==> config.mk <==
export PLATFORM = sky130hd
export DESIGN_NAME = tprs_elapsed
export DESIGN_NICKNAME = d
export VERILOG_FILES = /design/src/rtl/tprs_pkg.sv /design/src/rtl/tprs_elapsed.sv
export SDC_FILE = /design/constraint.sdc
export NUM_CORES = 2
export LEC_CHECK = 0
export BUFFER_PORTS_ARGS = -buffer_cell sky130_fd_sc_hd__buf_2
export CORE_ASPECT_RATIO = 0.75
export CORE_MARGIN = 1.5
export CORE_UTILIZATION = 45
export CTS_BUF_LIST = sky130_fd_sc_hd__clkbuf_2 sky130_fd_sc_hd__clkbuf_4 sky130_fd_sc_hd__clkbuf_8
export DETAILED_ROUTE_END_ITERATION = 8
export PLACE_DENSITY = 0.65
export SYNTH_ARGS = -nofsm -noshare
export SYNTH_HDL_FRONTEND = slang
export SYNTH_SLANG_ARGS = --single-unit
==> constraint.sdc <==
create_clock -name i_clk -period 6.9 [get_ports i_clk]
set_clock_uncertainty 0.15 [all_clocks]
set_input_delay 0.345 -clock i_clk [delete_from_list [all_inputs] [get_ports i_clk]]
set_output_delay 0.345 -clock i_clk [all_outputs]
set_load 0.02 [all_outputs]
==> src/rtl/tprs_pkg.sv <==
package tprs_pkg;

    // frame layout
    localparam logic [16:0] HDR_OFF_V4   = 17'd42;
    localparam logic [16:0] HDR_OFF_V6   = 17'd62;
    localparam logic [16:0] TEST_HDR_LEN = 17'd32;
    localparam logic [15:0] TEST_MARKER  = 16'hBEEF;
    localparam logic [15:0] TEST_FLAGS   = 16'h0000;

    // status codes
    localparam logic [1:0] ST_OK     = 2'd0;
    localparam logic [1:0] ST_RANGE  = 2'd1;
    localparam logic [1:0] ST_MARKER = 2'd2;

    // time conversion
    localparam logic [31:0] NS_ROUND    = 32'd500000;
    localparam logic [31:0] MS_PER_SEC  = 32'd1000;
    // ceil(2^51 / 1e6): exact floor division for any 31-bit magnitude
    localparam logic [31:0] RECIP_MS    = 32'd2251799814;
    localparam int          RECIP_SHIFT = 51;
    localparam int          QUO_W       = 12;

    // per-packet fields carried down the pipeline
    typedef struct packed {
        logic [1:0]  status;
        logic [15:0] payload_length;
        logic [31:0] sequence_number;
        logic [31:0] configured_sec;
        logic [29:0] configured_nsec;
        logic        clear_counters;
    } t_item;

endpackage

==> src/rtl/tprs_elapsed.sv <==
module tprs_elapsed (
    input  logic        i_clk,
    input  logic [2:0]  i_load,
    input  logic [31:0] i_now_sec,
    input  logic [29:0] i_now_nsec,
    input  logic [31:0] i_from_sec,
    input  logic [29:0] i_from_nsec,
    output logic [31:0] o_ms
);

    logic [31:0] n_secs;
    logic [31:0] n_nsd;
    logic [31:0] nsd_neg;
    logic [30:0] n_mag;
    logic [31:0] r_secs;
    logic        r_neg1;
    logic [30:0] r_mag;

    logic [62:0] prod;
    logic [tprs_pkg::QUO_W-1:0] n_quo;
    logic [31:0] n_sms;
    logic [tprs_pkg::QUO_W-1:0] r_quo;
    logic        r_neg2;
    logic [31:0] r_sms;

    logic [31:0] quo_ext;
    logic [31:0] quo_signed;
    logic [31:0] ms_sum;
    logic [31:0] n_ms;
    logic [31:0] r_ms;

    // stage 1: seconds difference and rounded nanosecond difference as sign and magnitude
    always_comb begin
        n_secs  = i_now_sec - i_from_sec;
        n_nsd   = {2'b00, i_now_nsec} + tprs_pkg::NS_ROUND - {2'b00, i_from_nsec};
        nsd_neg = 32'd0 - n_nsd;
        n_mag   = n_nsd[31] ? nsd_neg[30:0] : n_nsd[30:0];
    end

    always_ff @(posedge i_clk) begin
        if (i_load[0]) begin
            r_secs <= n_secs;
            r_neg1 <= n_nsd[31];
            r_mag  <= n_mag;
        end
    end

    // stage 2: divide by one million with a reciprocal, seconds to ms
    always_comb begin
        prod  = {32'd0, r_mag} * {31'd0, tprs_pkg::RECIP_MS};
        n_quo = prod[tprs_pkg::RECIP_SHIFT +: tprs_pkg::QUO_W];
        n_sms = r_secs * tprs_pkg::MS_PER_SEC;
    end

    always_ff @(posedge i_clk) begin
        if (i_load[1]) begin
            r_quo  <= n_quo;
            r_neg2 <= r_neg1;
            r_sms  <= n_sms;
        end
    end

    // stage 3: signed quotient, sum, clamp negative to zero
    always_comb begin
        quo_ext    = {{(32 - tprs_pkg::QUO_W){1'b0}}, r_quo};
        quo_signed = r_neg2 ? (32'd0 - quo_ext) : quo_ext;
        ms_sum     = r_sms + quo_signed;
        n_ms       = ms_sum[31] ? 32'd0 : ms_sum;
    end

    always_ff @(posedge i_clk) begin
        if (i_load[2]) begin
            r_ms <= n_ms;
        end
    end

    assign o_ms = r_ms;

endmodule

==> results.cfg <==
[logic_synthesis]
yosysUniqueCellTypes = 88
synthCells = 2808
synth_edf_count = 134
synth_top_area_share_pct = 31.31
yosysSeqAreaShare_pct = 13.89
synthArstFlopShare_pct = 0
synth_area_leader_cell = fa_1
synth_flop_cell = edfxtp_1
syn_area_um2 = 28970
avgSynthCellArea_um2 = 10.32
yosys_warnings = 0
synth_area_leaders = fa_1 (31%), ha_1 (23%), edfxtp_1 (14%)
synth-seq-cells = 134
syn-num-nets = 3926

[critical_path]
crit_path_end_kind = flip-flop
reg2reg_depth = 23
worstSetupPathType = flip-flop to flip-flop
r2r_start = r_mag[19]$_DFFE_PP_
ff2ff_setup_slack_ns = -0.25
r2r_end = r_quo[11]$_DFFE_PP_
cp.required_ns = 7.04
worstPathMaxFanout = 4
start_kind = flip-flop
cp_data_arrival_time_ns = 7.29

[sta]
hold_ws_ns = 0.07168
worst_pin_slew_ns = 0.9917
maxSlewViolCount = 0
hold_viol = 0
period_share_pct = 103.7
maxSlewHeadroom_pct = 33.88
post-route-min-period_ns = 7.154
max_freq_mhz = 139.8
finalSetupViolations = 12
rsz0062_at_grt = true
setup_slack_ns = -0.2536

[worst_hold_path]
hp-class = input port to flip-flop
holdPathEnd = r_secs[0]$_DFFE_PP_
min_from = i_from_sec[0]
hold-path-cell-count = 3

[detailed_routing]
drtAntennaViolNets = 0
wl_um = 79180
drc = 0
wl_per_cell_um = 19.43
dr_total_vias = 21410
firstDrtPassIters = 5
drtIter0Drc = 1345
viasPerCell = 5.256

[layout]
area_growth_pct = 15.58
finalNonFillerCells = 4074
drive_gt1_share_pct = 17.34
nets = 4318
diodes = 0

[grt]
antenna_found_initial = 1
overflow = 0
gr-usage-all-layers_pct = 24.86
grt_max_degree = 62
grt_pass1_vias = 22380
grt_pass1_wl_um = 124700

[die]
start_util_pct = 45.50
die_w_um = 296.0
dieArea_um2 = 65920
die_y_um = 222.7
rows = 80
fp.coreArea_um2 = 63660
io_pins = 160

[clock_network]
clock_latency_ns = 0.55
clkSinkCount = 134
path_clk_slew_ns = 0.10
clock_tree.root_cell = clkbuf_8
cts_tree = yes
cts-htree-levels = 4
cts_buffers = 17
max-clock-path-buffers = 2

[placement]
place_hpwl_um = 70150
port-buffer-count = 152
routabilityCongestion = 0.9827
place_inst = 4024

[outcome]
violations = negative setup slack
status = finished with violations

[run]
max_cap_viol_count = 0
final cells by class:
cell class | instances | area (um^2)
timing repair buffer | 393 | 2592
fill | 5806 | 30180
inverter | 599 | 2256
tap | 861 | 1077
multi-input combinational | 2055 | 23110
clock buffer | 18 | 241.5
sequential | 134 | 4024
clock inverter | 14 | 172.7
logic make-up after synthesis:
kind of cell | after synthesis | synth area share (%)
adders and majority gates | 990 | 54.50
and+or+nand+nor | 425 | 7.473
xor gates and xnor gates | 168 | 5.106
buffers and inverters | 619 | 8.082
DFF | 134 | 13.89
muxes | 4 | 0.1425
AOI/OAI and AO/OA | 467 | 10.79
other | 1 | 0.01295
synth_stat cells, types with 16 or more instances:
master and n:
o21ai_0 81, edfxtp_1 134, nand2_1 92, a21o_1 65
nand2b_1 19, nand3_1 24, o31ai_1 16, a21oi_1 138
nor2_1 122, o21bai_1 17, nor2b_1 24, nor3_1 40
fa_1 453, ha_1 537, nand4_1 20, inv_1 598
xnor2_1 104, xor2_1 63, o21a_1 20
cells in the final DEF, fill, tap and decap left out, types with 22 or more instances in the layout:
master and count:
a21o_1 65, a21oi_1 131, buf_2 152, buf_4 235, edfxtp_1 134, fa_1 435, ha_1 520, inv_1 583
nand2_1 90, nand3_1 24, nor2_1 120, nor2b_1 22, nor3_1 36, o21ai_0 74, xnor2_1 101, xor2_1 62
through the flow:
| stage | area, um^2 | setup TNS, ns | util, % | worst slack [ns] |
|---|---|---|---|---|
| 6_report | 33480 | -1.631 | 52.59 | -0.2536 |
| 5_1_grt | 33480 | -4.401 | 52.59 | -0.4883 |
| 4_1_cts | 33320 | -1.595 | 52.33 | -0.2243 |
| 3_5_place_dp | 32440 | -3.187 | 50.96 | -0.3960 |
| 3_3_place_gp | 32440 | -2.389 | 50.96 | -0.3480 |
| 2_1_floorplan | 29010 | -0.01285 | - | -0.01285 |
worst max-delay path by stage:
stage                             start  cells past startpoint                  end
floorplan           r_mag[19]$_DFFE_PP_                     25  r_quo[11]$_DFFE_PP_
global placement    r_mag[12]$_DFFE_PP_                     22   r_quo[4]$_DFFE_PP_
detailed placement   r_mag[8]$_DFFE_PP_                     23  r_quo[11]$_DFFE_PP_
CTS                 r_mag[19]$_DFFE_PP_                     24  r_quo[11]$_DFFE_PP_
global route        r_mag[19]$_DFFE_PP_                     24  r_quo[11]$_DFFE_PP_
finish              r_mag[19]$_DFFE_PP_                     23  r_quo[11]$_DFFE_PP_
per-layer routing:
layer,vias to the layer above,track usage [%],routed length [um]
li1,10170,-,-
met1,10640,38.46,39880
met2,559,35.49,32710
met3,48,5.872,5790
met4,0,4.032,793
met5,-,0,0
flip-flops by register name (all words and copies together) (netlist names):
signal,count
r_neg2,1
r_sms,29
r_quo,12
r_mag,31
r_secs,29
r_neg1,1
o_ms,31
worst max-delay path: stages (launching register included):
cell       delay, ns
edfxtp_1        0.43
inv_2           0.12
buf_4           0.12
fa_1            0.42
fa_1            0.52
fa_2            0.45
fa_1            0.51
inv_1           0.05
fa_1            0.50
fa_2            0.44
fa_1            0.50
inv_1           0.06
fa_1            0.50
inv_1           0.06
ha_4            0.28
nand4_1         0.21
nor3_2          0.27
nand4_1         0.19
nor3_2          0.28
o41ai_4         0.15
nand2_4         0.09
a2111oi_4       0.07
nor4b_1         0.16
or3_1           0.35
what timing repair did:
item | CTS | global route
gates resized for setup | 68 | 32
setup endpoints to repair | 12 | 12
setup buffers | 17 | 7
hold buffers | 0 | 0
pin swaps | 48 | 29
Power is left out: the tool's default activity adds up to more than one toggle a clock period on the data nets, which glitch-free logic cannot reach.
